## src/rtl/core/csvs_pkg.sv

```systemverilog
// csvs_pkg: shared types and constants of the csv line summer
// byte classes, parse phases and the item passed from front to back
// no dependencies
package csvs_pkg;

    localparam int SUM_W       = 64;
    localparam int BYTE_W      = 8;
    localparam int DIGIT_W     = 4;
    localparam int QUEUE_DEPTH = 4;
    localparam int QPTR_W      = $clog2(QUEUE_DEPTH);
    localparam int QCNT_W      = $clog2(QUEUE_DEPTH + 1);

    localparam logic [SUM_W-1:0] VALUE_LIMIT = 64'h1999_9999_9999_9998;

    localparam logic [BYTE_W-1:0] CHAR_SPACE   = 8'h20;
    localparam logic [BYTE_W-1:0] CHAR_TAB     = 8'h09;
    localparam logic [BYTE_W-1:0] CHAR_CR      = 8'h0D;
    localparam logic [BYTE_W-1:0] CHAR_NEWLINE = 8'h0A;
    localparam logic [BYTE_W-1:0] CHAR_COMMA   = 8'h2C;
    localparam logic [BYTE_W-1:0] CHAR_ZERO    = 8'h30;
    localparam logic [BYTE_W-1:0] CHAR_NINE    = 8'h39;

    localparam logic CMD_BYTE = 1'b0;
    localparam logic CMD_END  = 1'b1;

    typedef enum logic [2:0] {
        CLS_NEWLINE,
        CLS_COMMA,
        CLS_BLANK,
        CLS_DIGIT,
        CLS_OTHER,
        CLS_END
    } byte_class_t;

    typedef enum logic [2:0] {
        PH_LINE_START,
        PH_NAME,
        PH_PRE_NUM,
        PH_DIGITS,
        PH_POST_NUM,
        PH_ERROR
    } parse_phase_t;

    typedef struct packed {
        byte_class_t          cls;
        logic [DIGIT_W-1:0]   digit;
    } class_item_t;

endpackage

```

## src/rtl/core/csvs_front.sv

```systemverilog
// csvs_front: accepts input items and classifies each byte
// holds one classified item until the queue takes it
// depends on csvs_pkg
module csvs_front
    import csvs_pkg::*;
(
    input  logic              clk,
    input  logic              rst_n,
    input  logic              in_valid,
    output logic              in_stall,
    input  logic              cmd,
    input  logic [BYTE_W-1:0] data_byte,
    output logic              push,
    output class_item_t       push_item,
    input  logic              q_full
);

    logic        valid_reg;
    logic        valid_next;
    class_item_t item_reg;
    class_item_t item_next;
    logic        accept;

    assign push     = valid_reg && !q_full;
    assign in_stall = valid_reg && q_full;
    assign accept   = in_valid && !in_stall;

    always_comb
    begin
        item_next.digit = DIGIT_W'(data_byte - CHAR_ZERO);
        if (cmd == CMD_END)
        begin
            item_next.cls = CLS_END;
        end
        else if (data_byte == CHAR_NEWLINE)
        begin
            item_next.cls = CLS_NEWLINE;
        end
        else if (data_byte == CHAR_COMMA)
        begin
            item_next.cls = CLS_COMMA;
        end
        else if (data_byte == CHAR_SPACE || data_byte == CHAR_TAB || data_byte == CHAR_CR)
        begin
            item_next.cls = CLS_BLANK;
        end
        else if (data_byte >= CHAR_ZERO && data_byte <= CHAR_NINE)
        begin
            item_next.cls = CLS_DIGIT;
        end
        else
        begin
            item_next.cls = CLS_OTHER;
        end
    end

    always_comb
    begin
        if (accept)
        begin
            valid_next = 1'b1;
        end
        else if (push)
        begin
            valid_next = 1'b0;
        end
        else
        begin
            valid_next = valid_reg;
        end
    end

    always_ff @(posedge clk or negedge rst_n)
    begin
        if (!rst_n)
        begin
            valid_reg <= 1'b0;
        end
        else
        begin
            valid_reg <= valid_next;
        end
    end

    always_ff @(posedge clk)
    begin
        if (accept)
        begin
            item_reg <= item_next;
        end
    end

    assign push_item = item_reg;

endmodule

```

## src/rtl/core/csvs_queue.sv

```systemverilog
// csvs_queue: short fifo of classified items between front and back
// head item is shown while the queue is not empty
// depends on csvs_pkg
module csvs_queue
    import csvs_pkg::*;
(
    input  logic        clk,
    input  logic        rst_n,
    input  logic        push,
    input  class_item_t push_item,
    output logic        q_full,
    input  logic        pop,
    output logic        q_valid,
    output class_item_t head_item
);

    class_item_t             entry_reg [QUEUE_DEPTH];
    logic [QPTR_W-1:0]       wr_ptr_reg;
    logic [QPTR_W-1:0]       wr_ptr_next;
    logic [QPTR_W-1:0]       rd_ptr_reg;
    logic [QPTR_W-1:0]       rd_ptr_next;
    logic [QCNT_W-1:0]       count_reg;
    logic [QCNT_W-1:0]       count_next;

    assign q_full    = count_reg == QCNT_W'(QUEUE_DEPTH);
    assign q_valid   = count_reg != '0;
    assign head_item = entry_reg[rd_ptr_reg];

    always_comb
    begin
        wr_ptr_next = push ? QPTR_W'(wr_ptr_reg + 1'b1) : wr_ptr_reg;
        rd_ptr_next = pop ? QPTR_W'(rd_ptr_reg + 1'b1) : rd_ptr_reg;
        count_next  = count_reg;
        if (push && !pop)
        begin
            count_next = QCNT_W'(count_reg + 1'b1);
        end
        else if (pop && !push)
        begin
            count_next = QCNT_W'(count_reg - 1'b1);
        end
    end

    always_ff @(posedge clk or negedge rst_n)
    begin
        if (!rst_n)
        begin
            wr_ptr_reg <= '0;
            rd_ptr_reg <= '0;
            count_reg  <= '0;
        end
        else
        begin
            wr_ptr_reg <= wr_ptr_next;
            rd_ptr_reg <= rd_ptr_next;
            count_reg  <= count_next;
        end
    end

    always_ff @(posedge clk)
    begin
        if (push)
        begin
            entry_reg[wr_ptr_reg] <= push_item;
        end
    end

endmodule

```

## src/rtl/core/csvs_back.sv

```systemverilog
// csvs_back: line parser, value accumulator and result register
// takes classified items from the queue, one per cycle, but an
// end item waits while a result is held; depends on csvs_pkg
module csvs_back
    import csvs_pkg::*;
(
    input  logic             clk,
    input  logic             rst_n,
    input  logic             q_valid,
    input  class_item_t      head_item,
    output logic             pop,
    output logic             out_valid,
    input  logic             out_stall,
    output logic [SUM_W-1:0] sum,
    output logic             ok
);

    parse_phase_t      phase_reg;
    parse_phase_t      phase_next;
    parse_phase_t      cur_phase;
    logic              name_seen_reg;
    logic              name_seen_next;
    logic [SUM_W-1:0]  value_reg;
    logic [SUM_W-1:0]  value_next;
    logic [SUM_W-1:0]  sum_reg;
    logic [SUM_W-1:0]  sum_next;
    logic              out_valid_reg;
    logic              out_valid_next;
    logic [SUM_W-1:0]  out_sum_reg;
    logic [SUM_W-1:0]  out_sum_next;
    logic              out_ok_reg;
    logic              out_ok_next;
    logic              is_end;
    logic              line_done;
    logic              good;
    logic [SUM_W-1:0]  value_x10;
    logic [SUM_W-1:0]  closed_sum;

    assign is_end = head_item.cls == CLS_END;
    assign pop    = q_valid && (!is_end || !out_valid_reg || !out_stall);

    assign cur_phase  = (phase_reg == PH_LINE_START) ? PH_NAME : phase_reg;
    assign line_done  = phase_reg == PH_DIGITS || phase_reg == PH_POST_NUM;
    assign good       = line_done || phase_reg == PH_LINE_START;
    assign closed_sum = sum_reg + value_reg;
    assign value_x10  = {value_reg[SUM_W-4:0], 3'b000} + {value_reg[SUM_W-2:0], 1'b0}
                      + SUM_W'(head_item.digit);

    // next phase
    always_comb
    begin
        phase_next = phase_reg;
        if (pop)
        begin
            if (is_end)
            begin
                phase_next = PH_LINE_START;
            end
            else if (phase_reg == PH_ERROR)
            begin
                phase_next = PH_ERROR;
            end
            else if (head_item.cls == CLS_NEWLINE)
            begin
                unique case (phase_reg)
                    PH_LINE_START:          phase_next = PH_LINE_START;
                    PH_DIGITS, PH_POST_NUM: phase_next = PH_LINE_START;
                    default:                phase_next = PH_ERROR;
                endcase
            end
            else
            begin
                unique case (cur_phase)
                    PH_NAME:
                    begin
                        if (head_item.cls == CLS_COMMA)
                        begin
                            phase_next = name_seen_reg ? PH_PRE_NUM : PH_ERROR;
                        end
                        else
                        begin
                            phase_next = PH_NAME;
                        end
                    end
                    PH_PRE_NUM:
                    begin
                        if (head_item.cls == CLS_DIGIT)
                        begin
                            phase_next = PH_DIGITS;
                        end
                        else if (head_item.cls != CLS_BLANK)
                        begin
                            phase_next = PH_ERROR;
                        end
                    end
                    PH_DIGITS:
                    begin
                        if (head_item.cls == CLS_DIGIT)
                        begin
                            if (value_reg > VALUE_LIMIT)
                            begin
                                phase_next = PH_ERROR;
                            end
                        end
                        else if (head_item.cls == CLS_BLANK)
                        begin
                            phase_next = PH_POST_NUM;
                        end
                        else
                        begin
                            phase_next = PH_ERROR;
                        end
                    end
                    PH_POST_NUM:
                    begin
                        if (head_item.cls != CLS_BLANK)
                        begin
                            phase_next = PH_ERROR;
                        end
                    end
                    default: phase_next = PH_ERROR;
                endcase
            end
        end
    end

    // datapath and result
    always_comb
    begin
        name_seen_next = name_seen_reg;
        value_next     = value_reg;
        sum_next       = sum_reg;
        out_valid_next = out_valid_reg && out_stall;
        out_sum_next   = out_sum_reg;
        out_ok_next    = out_ok_reg;
        if (pop)
        begin
            if (is_end)
            begin
                out_valid_next = 1'b1;
                out_ok_next    = good;
                if (!good)
                begin
                    out_sum_next = '0;
                end
                else if (line_done)
                begin
                    out_sum_next = closed_sum;
                end
                else
                begin
                    out_sum_next = sum_reg;
                end
                name_seen_next = 1'b0;
                value_next     = '0;
                sum_next       = '0;
            end
            else if (phase_reg != PH_ERROR)
            begin
                if (head_item.cls == CLS_NEWLINE)
                begin
                    if (line_done)
                    begin
                        sum_next       = closed_sum;
                        name_seen_next = 1'b0;
                        value_next     = '0;
                    end
                end
                else if (cur_phase == PH_NAME)
                begin
                    if (head_item.cls != CLS_COMMA && head_item.cls != CLS_BLANK)
                    begin
                        name_seen_next = 1'b1;
                    end
                end
                else if (cur_phase == PH_PRE_NUM)
                begin
                    if (head_item.cls == CLS_DIGIT)
                    begin
                        value_next = SUM_W'(head_item.digit);
                    end
                end
                else if (cur_phase == PH_DIGITS)
                begin
                    if (head_item.cls == CLS_DIGIT && value_reg <= VALUE_LIMIT)
                    begin
                        value_next = value_x10;
                    end
                end
            end
        end
    end

    always_ff @(posedge clk or negedge rst_n)
    begin
        if (!rst_n)
        begin
            phase_reg     <= PH_LINE_START;
            name_seen_reg <= 1'b0;
            value_reg     <= '0;
            sum_reg       <= '0;
            out_valid_reg <= 1'b0;
        end
        else
        begin
            phase_reg     <= phase_next;
            name_seen_reg <= name_seen_next;
            value_reg     <= value_next;
            sum_reg       <= sum_next;
            out_valid_reg <= out_valid_next;
        end
    end

    always_ff @(posedge clk)
    begin
        out_sum_reg <= out_sum_next;
        out_ok_reg  <= out_ok_next;
    end

    assign out_valid = out_valid_reg;
    assign sum       = out_sum_reg;
    assign ok        = out_ok_reg;

endmodule

```

## src/rtl/core/csv_name_value_line_summer_unit.sv

```systemverilog
// csv_name_value_line_summer_unit: top level of the csv line summer
// front classifier, item queue and back parser; depends on csvs_pkg,
// csvs_front, csvs_queue and csvs_back
//
//   channel   handshake             payload
//   input     in_valid / in_stall   cmd, data_byte
//   output    out_valid / out_stall sum, ok
//
// one item per cycle sustained unless a waiting result holds back an end item; the back parser updates the line value
// with one shift-add by ten and one limit compare per cycle
// an end item passes the front item register and a queue entry before the result register raises out_valid,
// later while the queue holds older items or a result still waits
// rst_n clears all control state at once, no clearing pass
// the four-entry queue lets the input keep flowing while a result waits
module csv_name_value_line_summer_unit
    import csvs_pkg::*;
(
    input  logic              clk,
    input  logic              rst_n,
    input  logic              in_valid,
    output logic              in_stall,
    input  logic              cmd,
    input  logic [BYTE_W-1:0] data_byte,
    output logic              out_valid,
    input  logic              out_stall,
    output logic [SUM_W-1:0]  sum,
    output logic              ok
);

    logic        push;
    class_item_t push_item;
    logic        q_full;
    logic        pop;
    logic        q_valid;
    class_item_t head_item;

    csvs_front u_front (
        .clk       (clk),
        .rst_n     (rst_n),
        .in_valid  (in_valid),
        .in_stall  (in_stall),
        .cmd       (cmd),
        .data_byte (data_byte),
        .push      (push),
        .push_item (push_item),
        .q_full    (q_full)
    );

    csvs_queue u_queue (
        .clk       (clk),
        .rst_n     (rst_n),
        .push      (push),
        .push_item (push_item),
        .q_full    (q_full),
        .pop       (pop),
        .q_valid   (q_valid),
        .head_item (head_item)
    );

    csvs_back u_back (
        .clk       (clk),
        .rst_n     (rst_n),
        .q_valid   (q_valid),
        .head_item (head_item),
        .pop       (pop),
        .out_valid (out_valid),
        .out_stall (out_stall),
        .sum       (sum),
        .ok        (ok)
    );

endmodule
```

## config.mk

```make
export PLATFORM = sky130hd
export DESIGN_NAME = csv_name_value_line_summer_unit
export DESIGN_NICKNAME = d
export VERILOG_FILES = /design/src/rtl/core/csvs_pkg.sv /design/src/rtl/core/csvs_front.sv /design/src/rtl/core/csvs_queue.sv /design/src/rtl/core/csvs_back.sv /design/src/rtl/core/csv_name_value_line_summer_unit.sv
export SDC_FILE = /design/constraint.sdc
export NUM_CORES = 1
export LEC_CHECK = 0
export BUFFER_PORTS_ARGS = -buffer_cell sky130_fd_sc_hd__buf_2
export CORE_ASPECT_RATIO = 0.6
export CORE_MARGIN = 4
export CORE_UTILIZATION = 48
export DETAILED_ROUTE_END_ITERATION = 12
export GPL_TIMING_DRIVEN = 1
export PLACE_DENSITY = 0.66
export SYNTH_ARGS = -nofsm -noshare
export SYNTH_HDL_FRONTEND = slang
export SYNTH_SLANG_ARGS = --single-unit
export TNS_END_PERCENT = 1
```

## constraint.sdc

```tcl
create_clock -name clk -period 6.4 [get_ports clk]
set_input_delay 1.28 -clock clk [delete_from_list [all_inputs] [get_ports clk]]
set_output_delay 1.28 -clock clk [all_outputs]
set_load 0.1 [all_outputs]
```

==> metrics.csv, run 1 <==
stage,metric,value,unit
timing,finalSetupTns,0,ps
global_routing,grt_pass1_vias,14650,
synthesis,yosys_warnings,0,
pwr,ir_drop,0.3564,mV
worst_setup_path,path_buf_inv,2,
job,cap_violations,0,
final_layout,drive_above_1_share,8.210,%
timing,tightest_slew,952.9,ps
floorplanning,die-width,258.5,um
global_routing,antenna_found_initial,1,
global_routing,grt_overflow,0,
synthesis,synth_top_area_share,19.53,%
routing,first_pass_iters,7,
clocking,ctsResizeCount,0,
placement,gp_congestion,0.9926,
worst_setup_path,crit_path_end_kind,register,
synthesis,syn_area,18070,um2
floorplanning,core_area,36760,um2
routing,vias_per_cell,6.274,
placement,dp.cells,2481,
run_status,status,finished clean,
synthesis,synth_top_flop_cell,dfrtp_1,
clocking,post_cts_buffers,0,
global_routing,met3_usage,8.361,%
worst_setup_path,worstPathCellList,mux4_2 > inv_1 > fa_1 > inv_1 > ha_1 > a211oi_1 > o211ai_1 > a221o_1 > a32oi_1 > o2111ai_1 > a211o_1 > a21oi_1 > nor3_1 > or3_1 > a32o_1,
global_routing,grt_max_degree,66,
global_routing,grtUsageMet2,34.32,%
synthesis,syn_area_per_cell,9.103,um2
timing,fin_crit_sh,74.86,%
global_routing,grt_pass1_wl,87000,um
clocking,clock-root-buffer,clkbuf_16,
worst_setup_path,path_class,reg -> reg,
routing,vias,15850,
clocking,clk_latency,550,ps
pwr,power.static_leakage,8.677,nW
worst_setup_path,regToRegSetupSlack,1610,ps
timing,skew,19.39,ps
synthesis,synth_edf_count,100,
routing,route.detailed.drc,0,
final_layout,multiInputGateArea,10970,um2
final_layout,largest_register_ffs,128,
floorplanning,fp-row-count,54,
routing,wirelength,56400,um
timing,period_minus_slack,4791,ps
worst_setup_path,max_stage_delay,670,ps
final_layout,diodes,0,
final_layout,fin_nets,2211,
worst_hold_path,hp-class,reg -> reg,
synthesis,ys_types,77,
timing,finalHoldViolCount,0,
timing,slew_headroom,36.40,%
clocking,cts_buffers,25,
floorplanning,design.die.area,40920,um2
global_routing,track_usage,27.09,%
worst_setup_path,timing.rr.end,u_back.value_reg[51]$_DFFE_PN0P_,
final_layout,area_delta_synth_final,8.475,%
floorplanning,ios,80,
routing,wire_per_inst,22.33,um
timing,hold_slack,507.3,ps
worst_setup_path,rr_startpoint,u_queue.rd_ptr_reg[0]$_DFFE_PN0P_,
synthesis,ys_seq_area_share,36.14,%
worst_setup_path,startpoint,u_queue.rd_ptr_reg[0]$_DFFE_PN0P_,
synthesis,yosysTopAreaCell,dfrtp_1,
worst_setup_path,critPathCapture,u_back.value_reg[51]$_DFFE_PN0P_,
global_routing,met1_usage,44.30,%
worst_setup_path,cpLargestDelayFamily,compound AO/OA/AOI/OAI gates,
routing,drt_iter0_drc,1742,
worst_setup_path,reg2reg_depth,15,
worst_setup_path,critical_path_depth,15,
synthesis,yosys-top-cells-count,"nand2_1, a21oi_1, ha_1",
final_layout,finalNonFillerCells,2526,
worst_setup_path,worstPathArrival,5230,ps
placement,numPortBuffers,79,
worst_setup_path,crit_top_cell,inv_1,
clocking,postCtsHoldBufs,0,
routing,drtAntennaViolNets,0,
timing,slew_violations,0,
clocking,cts_tree,yes,
clocking,clkTransAtPathRegs,60,ps
final_layout,regArea,6531,um2
synthesis,synth.most_common_cell,nand2_1,
clocking,clk_path_buf_depth,3,
synthesis,syn_inst,1985,
synthesis,synth_fp_nets,2192,
placement,place_hpwl,42900,um
timing,rsz0062_at_grt,false,
synthesis,async_reset_ff_share,58.51,%
pwr,p_total,0.009200,W
timing,setup_violations,0,
global_routing,top_usage_layer,met1,
floorplanning,die_y,158.3,um
worst_setup_path,cp-start-kind,register,
floorplanning,start_util,49.16,%
timing,clock.fmax,0.2087,GHz
final_layout,utilization,53.33,%
clocking,clock-sinks,241,
clocking,htreeDepth,1,
worst_setup_path,path_max_fanout,9,
worst_setup_path,cp.required,6840,ps
synthesis,synth_seq_cells,241,
final_layout,n_fill_cell,3337,
worst_setup_path,crit_slowest_cell,dfrtp_1,
pwr,power_density,469.4,nW/um2
synthesis,yosys-top-cells-area,"dfrtp_1, edfxtp_1, ha_1",
## metal layers
layer	vias up	part of all wire [%]	routed length [um]
li1	7455	-	-
met2	769	35	19990
met1	7560	50	28460
met3	62	12	6949
met4	2	1.8	988
met5	-	0.023	13
## how the worst min path moves through the flow
stage                                               from                           endpoint  slack, ps  depth (start not counted)
after floorplan           u_front.push_item[0]$_DFFE_PP_  u_queue.entry_reg[0][0]$_DFFE_PP_        460                          0
after global placement    u_front.push_item[1]$_DFFE_PP_  u_queue.entry_reg[3][1]$_DFFE_PP_        480                          0
after detailed placement  u_front.push_item[1]$_DFFE_PP_  u_queue.entry_reg[1][1]$_DFFE_PP_        490                          0
after CTS                 u_front.push_item[1]$_DFFE_PP_  u_queue.entry_reg[0][1]$_DFFE_PP_        500                          0
after global routing      u_front.push_item[0]$_DFFE_PP_  u_queue.entry_reg[1][0]$_DFFE_PP_        520                          0
final                     u_front.push_item[1]$_DFFE_PP_  u_queue.entry_reg[3][1]$_DFFE_PP_        510                          0
## worst reg2reg max path, cell delays in order, from the launching register on
cell,delay (ps)
dfrtp_1,670
mux4_2,590
inv_1,90
fa_1,450
inv_1,80
ha_1,230
a211oi_1,320
o211ai_1,160
a221o_1,410
a32oi_1,240
o2111ai_1,170
a211o_1,350
a21oi_1,260
nor3_1,80
or3_1,320
a32o_1,250
## where the power goes
part	internal (W)	switching, W
Sequential	0.00208	0.000500
Combinational	0.00137	0.00377
Clock	0.000825	0.000651
## cell families after synthesis
| kind of cell | Yosys count | synth area share, % |
|---|---|---|
| flops | 241 | 36.14 |
| mux | 17 | 1.433 |
| xor+xnor | 123 | 5.962 |
| simple gates | 582 | 14.87 |
| compound gates | 684 | 24.65 |
| buf+inv | 144 | 3.344 |
| fa+ha+maj | 194 | 13.60 |
## through the flow
step	setup slack, ps	cell area (um2)
2_1_floorplan	1525	18070
3_3_place_gp	1741	18800
3_5_place_dp	1658	18800
4_1_cts	1638	19600
5_1_grt	1282	19600
6_report	1609	19600
## cells in the final DEF, fill, tap and decap left out, drive strengths merged, types with 6 or more instances in the layout
master / instances
or3: 12
xor2: 46
xnor2: 77
a211oi: 17
a221oi: 6
mux2i: 9
nand4: 35
ha: 190
nor3: 34
nor2b: 11
a21boi: 6
o21bai: 28
a21o: 65
buf: 92
and4: 8
and2: 15
nand3: 32
a21oi: 205
nand2: 270
or2: 7
and3: 10
clkbuf: 30
dfrtp: 141
inv: 47
a22o: 66
clkinv: 9
a31oi: 14
nor4: 20
nand2b: 13
mux4: 7
o21ai: 138
o211ai: 18
edfxtp: 100
o31ai: 48
o21a: 20
nor2: 104
## layout make-up
class / count / share of cell area [%]
clock buffer: 30 / 3.390
clock inverter: 15 / 0.6958
sequential: 241 / 33.32
inverter: 44 / 0.8426
tap: 504 / 3.217
multi-input combinational: 1600 / 55.99
timing repair buffer: 92 / 2.547
No activity file was read; power rests on OpenSTA's default activity.
==> run 2, diff against run 1 <==
Clock period 6.4 ns to 4.7 ns, I/O delays scaled along.
==> run 2 against run 1 <==
Global-route usage down 0.17 points. Non-clock buffer count is 16 higher. Fmax is 7.9% higher. Die area is the same. Largest power group unchanged. Final cell count up 0.67%. Largest cell class unchanged. Setup slack lost 1300 ps.
==> metrics.csv, run 2 (synthesis gave the netlist of run 1 again) <==
stage,metric,value,unit,change
run_status,status,finished clean,,unchanged
timing,period_minus_slack,4440,ps,was 4791 ps
pwr,seqPwrFrac,27.3,%,was 28.1%
pwr,ir_drop,0.3281,mV,was 0.3564 mV
floorplanning,core_area,36760,um2,unchanged
global_routing,antenna_found_initial,0,,was 1
clocking,ctsResizeCount,0,,unchanged
global_routing,grt_pass1_vias,14600,,was 14650
timing,slew_headroom,32.14,%,was 36.40%
routing,met1Wirelength,29330,um,was 28460 um
pwr,swShare,53.21,%,was 53.52%
placement,post-place-ws,272.7,ps,was 1658 ps
worst_setup_path,cp.required,5150,ps,was 6840 ps
timing,skew,13.82,ps,was 19.39 ps
final_layout,utilization,53.77,%,was 53.33%
routing,wl_met2,20100,um,was 19990 um
routing,vias,15930,,was 15850
routing,vias_per_cell,6.265,,was 6.274
timing,tightest_slew,1014,ps,was 952.9 ps
worst_setup_path,cp-start-kind,register,,unchanged
worst_setup_path,critical_path_depth,15,,unchanged
clocking,htreeDepth,1,,unchanged
worst_setup_path,timing.rr.end,u_back.value_reg[51]$_DFFE_PN0P_,,unchanged
final_layout,final_cell_mix,"nand2_1, a21oi_1, ha_1",,unchanged
final_layout,fin_nets,2226,,was 2211
clocking,clock-sinks,241,,unchanged
clocking,postCtsHoldBufs,0,,unchanged
routing,route.detailed.drc,0,,unchanged
placement,postPlaceCellArea,18930,um2,was 18800 um2
placement,numPortBuffers,79,,unchanged
routing,wire_per_inst,22.12,um,was 22.33 um
worst_setup_path,path_max_fanout,3,,was 9
worst_setup_path,worstPathArrival,4890,ps,was 5230 ps
timing,setup_violations,0,,unchanged
worst_setup_path,max_stage_delay,530,ps,was 670 ps
routing,drt_iter0_drc,1759,,was 1742
global_routing,track_usage,26.92,%,was 27.09%
floorplanning,die-width,258.5,um,unchanged
routing,drtAntennaViolNets,0,,unchanged
timing,finalHoldViolCount,0,,unchanged
routing,top_layer_used,met4,,was met5
routing,wl_met3,6201,um,was 6949 um
routing,first_pass_iters,7,,unchanged
floorplanning,start_util,49.16,%,unchanged
floorplanning,fp-row-count,54,,unchanged
final_layout,final_common_cell,nand2_1,,unchanged
clocking,cts_tree,yes,,unchanged
clocking,clkTransAtPathRegs,70,ps,was 60 ps
timing,fin_ws,259.8,ps,was 1609 ps
pwr,power.static_leakage,8.761,nW,was 8.677 nW
worst_setup_path,crit_path_end_kind,register,,unchanged
clocking,post_cts_buffers,0,,unchanged
final_layout,final_area,19760,um2,was 19600 um2
routing,wirelength,56260,um,was 56400 um
pwr,switchingPower,0.006751,W,was 0.004924 W
final_layout,multiInputGateArea,10980,um2,was 10970 um2
worst_setup_path,reg2reg_depth,15,,unchanged
placement,gp_congestion,0.9755,,was 0.9926
pwr,p_clk_share,16.4,%,was 16.0%
floorplanning,ios,80,,unchanged
floorplanning,die_y,158.3,um,unchanged
pwr,intPower,0.005937,W,was 0.004276 W
pwr,power_density,642.0,nW/um2,was 469.4 nW/um2
floorplanning,design.die.area,40920,um2,unchanged
worst_setup_path,path_buf_inv,2,,unchanged
worst_setup_path,path_class,reg -> reg,,unchanged
worst_setup_path,crit_slowest_cell,mux4_2,,was dfrtp_1
clocking,clk_latency,560,ps,was 550 ps
final_layout,largest_register_ffs,128,,unchanged
final_layout,regArea,6531,um2,unchanged
final_layout,finalNonFillerCells,2543,,was 2526
clocking,clk_path_buf_depth,3,,unchanged
pwr,comb_power_share,56.3,%,was 55.9%
worst_setup_path,rr_startpoint,u_queue.rd_ptr_reg[0]$_DFFE_PN0P_,,unchanged
timing,slew_violations,0,,unchanged
global_routing,grt_max_degree,77,,was 66
global_routing,grt_pass1_wl,86720,um,was 87000 um
timing,clock.fmax,0.2252,GHz,was 0.2087 GHz
final_layout,n_fill_cell,3417,,was 3337
global_routing,grt_overflow,0,,unchanged
final_layout,area_delta_synth_final,9.376,%,was 8.475%
worst_setup_path,cpLargestDelayFamily,compound AO/OA/AOI/OAI gates,,unchanged
clocking,clock-root-buffer,clkbuf_16,,unchanged
worst_hold_path,hp-class,in -> async,,was reg -> reg
worst_setup_path,crit_top_cell,inv_1,,unchanged
timing,rsz0062_at_grt,false,,unchanged
timing,fin_crit_sh,94.47,%,was 74.86%
timing,finalSetupTns,0,ps,unchanged
worst_setup_path,regToRegSetupSlack,260,ps,was 1610 ps
placement,dp.cells,2497,,was 2481
clocking,cts_buffers,24,,was 25
placement,place_hpwl,42980,um,was 42900 um
job,cap_violations,0,,unchanged
worst_setup_path,worstPathCellList,mux4_2 > inv_1 > fa_1 > inv_1 > ha_1 > a211oi_2 > o211ai_1 > a221o_1 > a32oi_1 > o2111ai_1 > a211o_1 > a21oi_1 > nor3_1 > or3_1 > a32o_1,,was mux4_2 > inv_1 > fa_1 > inv_1 > ha_1 > a211oi_1 > o211ai_1 > a221o_1 > a32oi_1 > o2111ai_1 > a211o_1 > a21oi_1 > nor3_1 > or3_1 > a32o_1
final_layout,drive_above_1_share,9.033,%,was 8.210%
==> run 2: worst max path at each step <==
| stage | from | to | slack [ps] |
|---|---|---|---|
| 2_1_floorplan | u_queue.rd_ptr_reg[0]$_DFFE_PN0P_ | u_back.value_reg[51]$_DFFE_PN0P_ | 640 |
| 3_3_place_gp | u_queue.rd_ptr_reg[0]$_DFFE_PN0P_ | u_back.value_reg[58]$_DFFE_PN0P_ | 310 |
| 3_5_place_dp | u_queue.rd_ptr_reg[0]$_DFFE_PN0P_ | u_back.value_reg[51]$_DFFE_PN0P_ | 270 |
| 4_1_cts | u_queue.rd_ptr_reg[0]$_DFFE_PN0P_ | u_back.value_reg[51]$_DFFE_PN0P_ | 250 |
| 5_1_grt | u_queue.rd_ptr_reg[0]$_DFFE_PN0P_ | u_back.value_reg[56]$_DFFE_PN0P_ | 40 |
| 6_report | u_queue.rd_ptr_reg[0]$_DFFE_PN0P_ | u_back.value_reg[51]$_DFFE_PN0P_ | 260 |
==> run 2: power by group through the flow <==
stage          Combinational (W)  Clock, W  Sequential, W
3_5_place_dp             0.00701         0        0.00347
3_3_place_gp             0.00695         0        0.00345
5_1_grt                  0.00771   0.00219        0.00351
4_1_cts                  0.00704   0.00210        0.00343
2_1_floorplan            0.00415         0        0.00448
6_report                 0.00715   0.00208        0.00346
==> run 2: per-stage QoR <==
| stage | hold WS (ps) | power [W] |
|---|---|---|
| finish | 429.8 | 0.01269 |
| global route | 483.9 | 0.01341 |
| CTS | 462.5 | 0.01257 |
| detailed placement | 495.6 | 0.01048 |
| global placement | 482.4 | 0.01040 |
| floorplan | 458.7 | 0.008637 |
==> run 2: final cells by class <==
class | instances | share of cell area (%)
Clock buffer | 27 | 3.096
Sequential cell | 241 | 33.05
Clock inverter | 17 | 1.045
Inverter | 44 | 0.8357
Timing Repair Buffer | 108 | 3.197
Tap cell | 504 | 3.191
Multi-Input combinational cell | 1600 | 55.56
Antenna cell | 2 | 0.02532
==> run 2: per-layer routing <==
metal | up-vias | global-route usage (%)
met4 | 0 | 3.440
met2 | 724 | 34.13
met1 | 7679 | 45.79
met5 | - | 0
met3 | 38 | 6.438
li1 | 7492 | -
==> run 3, diff against run 2 <==
Settings changed: CELL_PAD_IN_SITES_DETAIL_PLACEMENT set to 0, CELL_PAD_IN_SITES_GLOBAL_PLACEMENT set to 1, GPL_TIMING_DRIVEN 1 to 0, PLACE_DENSITY 0.66 to 0.81.
==> run 3 against run 2 <==
Combinational power rose by 3.9%. Fmax fell by 3.8%. Die area did not move. Setup slack got worse by 170 ps. Worst hold slack got worse by 27 ps. Clock skew fell by 2.5 ps. Largest power group unchanged. Final cell count rose by 2.8%. Cell area rose by 0.92%.
==> metrics.csv, run 3 (synthesis gave the netlist of run 1 again) <==
stage,metric,value,unit,change
timing,tightest_slew,1329,ps,was 1014 ps
global_routing,antenna_found_initial,0,,unchanged
timing,skew,11.35,ps,was 13.82 ps
routing,vias,16110,,was 15930
routing,wire_per_inst,22.58,um,was 22.12 um
clocking,clock-sinks,241,,unchanged
final_layout,n_fill_cell,3378,,was 3417
timing,finalSetupTns,0,ps,unchanged
run_status,status,finished clean,,unchanged
final_layout,largest_register_ffs,128,,unchanged
pwr,ir_drop,0.3029,mV,was 0.3281 mV
clocking,cts_buffers,25,,was 24
clocking,cts_tree,yes,,unchanged
routing,vias_per_cell,6.163,,was 6.265
worst_setup_path,regToRegSetupSlack,90,ps,was 260 ps
clocking,clk_latency,540,ps,was 560 ps
worst_setup_path,path_max_fanout,9,,was 3
global_routing,grt_pass1_wl,89430,um,was 86720 um
final_layout,utilization,54.27,%,was 53.77%
worst_setup_path,cp.required,5130,ps,was 5150 ps
routing,drt_iter0_drc,1751,,was 1759
routing,wirelength,59040,um,was 56260 um
final_layout,diodes,0,,was 2
global_routing,grt_max_degree,73,,was 77
clocking,clk_path_buf_depth,3,,unchanged
pwr,p_total,0.01279,W,was 0.01269 W
placement,postPlaceCellArea,19160,um2,was 18930 um2
timing,clock.fmax,0.2168,GHz,was 0.2252 GHz
timing,rsz0062_at_grt,true,,was false
timing,setup_violations,0,,unchanged
job,cap_violations,0,,unchanged
timing,fin_crit_sh,98.16,%,was 94.47%
placement,place_hpwl,47430,um,was 42980 um
worst_setup_path,path_class,reg -> reg,,unchanged
final_layout,multiInputGateArea,11000,um2,was 10980 um2
worst_setup_path,worstPathArrival,5040,ps,was 4890 ps
clocking,htreeDepth,1,,unchanged
placement,gp_congestion,0.9913,,was 0.9755
timing,finalHoldViolCount,0,,unchanged
clocking,clock-root-buffer,clkbuf_16,,unchanged
floorplanning,die_y,158.3,um,unchanged
floorplanning,die-width,258.5,um,unchanged
timing,slew_headroom,11.07,%,was 32.14%
final_layout,area_delta_synth_final,10.38,%,was 9.376%
worst_hold_path,hp-class,in -> async,,unchanged
worst_setup_path,crit_path_end_kind,register,,unchanged
final_layout,regArea,6531,um2,unchanged
final_layout,drive_above_1_share,8.436,%,was 9.033%
placement,numPortBuffers,79,,unchanged
timing,period_minus_slack,4614,ps,was 4440 ps
global_routing,grt_pass1_vias,14670,,was 14600
floorplanning,ios,80,,unchanged
timing,slew_violations,0,,unchanged
floorplanning,start_util,49.16,%,unchanged
global_routing,track_usage,28.34,%,was 26.92%
final_layout,fin_nets,2299,,was 2226
floorplanning,core_area,36760,um2,unchanged
worst_setup_path,cp-start-kind,register,,unchanged
clocking,clkTransAtPathRegs,70,ps,about the same
pwr,power_density,641.5,nW/um2,was 642.0 nW/um2
final_layout,final_cell_mix,"nand2_1, a21oi_1, ha_1",,unchanged
clocking,post_cts_buffers,0,,unchanged
routing,drtAntennaViolNets,0,,unchanged
floorplanning,fp-row-count,54,,unchanged
routing,first_pass_iters,6,,was 7
routing,route.detailed.drc,0,,unchanged
final_layout,final_area,19950,um2,was 19760 um2
floorplanning,design.die.area,40920,um2,unchanged
pwr,power.static_leakage,8.780,nW,was 8.761 nW
final_layout,final_common_cell,nand2_1,,unchanged
global_routing,grt_overflow,0,,unchanged
## run 3: cell count changes in the layout (fill, tap and decap cells not counted), moves of 4 or more
cell,delta
clkbuf_1,+74
buf_1,+5
bufinv_16,-4
clkinv_1,+5
buf_2,+6
buf_4,-17
## run 3: metrics by stage
| stage | setup slack, ps | hold WS, ps | cells |
|---|---|---|---|
| CTS | 56.63 | 436.2 | 2614 |
| floorplan | 637.7 | 458.7 | 1985 |
| global placement | -237.6 | 479.5 | 2568 |
| finish | 86.38 | 403.2 | 2614 |
| global route | -55.71 | 462.1 | 2614 |
| detailed placement | -225.3 | 483.5 | 2570 |
## run 3: power by group
part           internal (W)  switching, W  leakage, nW  total [W]
Combinational       0.00201       0.00543         5.58    0.00743
Sequential          0.00283      0.000700         2.85    0.00353
Clock              0.000986      0.000843        0.353    0.00183
## run 3: per-layer routing
metal	routed length, um	GRT usage (%)	vias to the layer above	part of all wire (%)
met2	19930	34.01	735	34
met3	7478	10.19	46	13
met1	30940	47.62	7690	52
met5	0	0	-	0
met4	684	3.466	0	1.2
li1	-	-	7638	-
## run 3: final cells by class
class	instances	area share, %
timing repair buffer	81	2.252
inverter	44	0.8281
clock buffer	28	3.243
tap	504	3.162
clock inverter	17	0.4328
multi-input combinational	1600	55.15
buffer	99	2.183
sequential	241	32.75
## run 3: path summary, 6_finish.rpt
path                                                     end                              start  cells past startpoint
setup / recovery            u_back.value_reg[51]$_DFFE_PN0P_  u_queue.rd_ptr_reg[0]$_DFFE_PN0P_                     16
hold / removal             u_queue.wr_ptr_reg[1]$_DFFE_PN0P_                              rst_n                      1
setup reg to reg            u_back.value_reg[51]$_DFFE_PN0P_  u_queue.rd_ptr_reg[0]$_DFFE_PN0P_                     16
hold reg to reg            u_queue.entry_reg[2][3]$_DFFE_PP_     u_front.push_item[3]$_DFFE_PP_                      0
max in group asynchronous   u_back.value_reg[48]$_DFFE_PN0P_                              rst_n                      2
min in group clk           u_queue.entry_reg[2][3]$_DFFE_PP_     u_front.push_item[3]$_DFFE_PP_                      0
## run 3: worst max-delay path, stage by stage (launching register included)
cell       delay [ps]
dfrtp_1           340
buf_6             170
mux4_2            550
inv_1             100
fa_1              460
inv_1              80
ha_1              250
a211oi_2          300
o211ai_1          220
a221o_1           400
a32oi_2           250
o2111ai_1         160
a211o_1           370
a21oi_2           200
nor3_1             70
or3_1             340
a32o_1            260
## run 3: timing repair
item / 4_1_cts / 5_1_grt
hold buffers: 0 / 0
pin swaps: 0 / 2
endpoints found under the setup margin: 12 / 12
gates resized for setup: 5 / 9
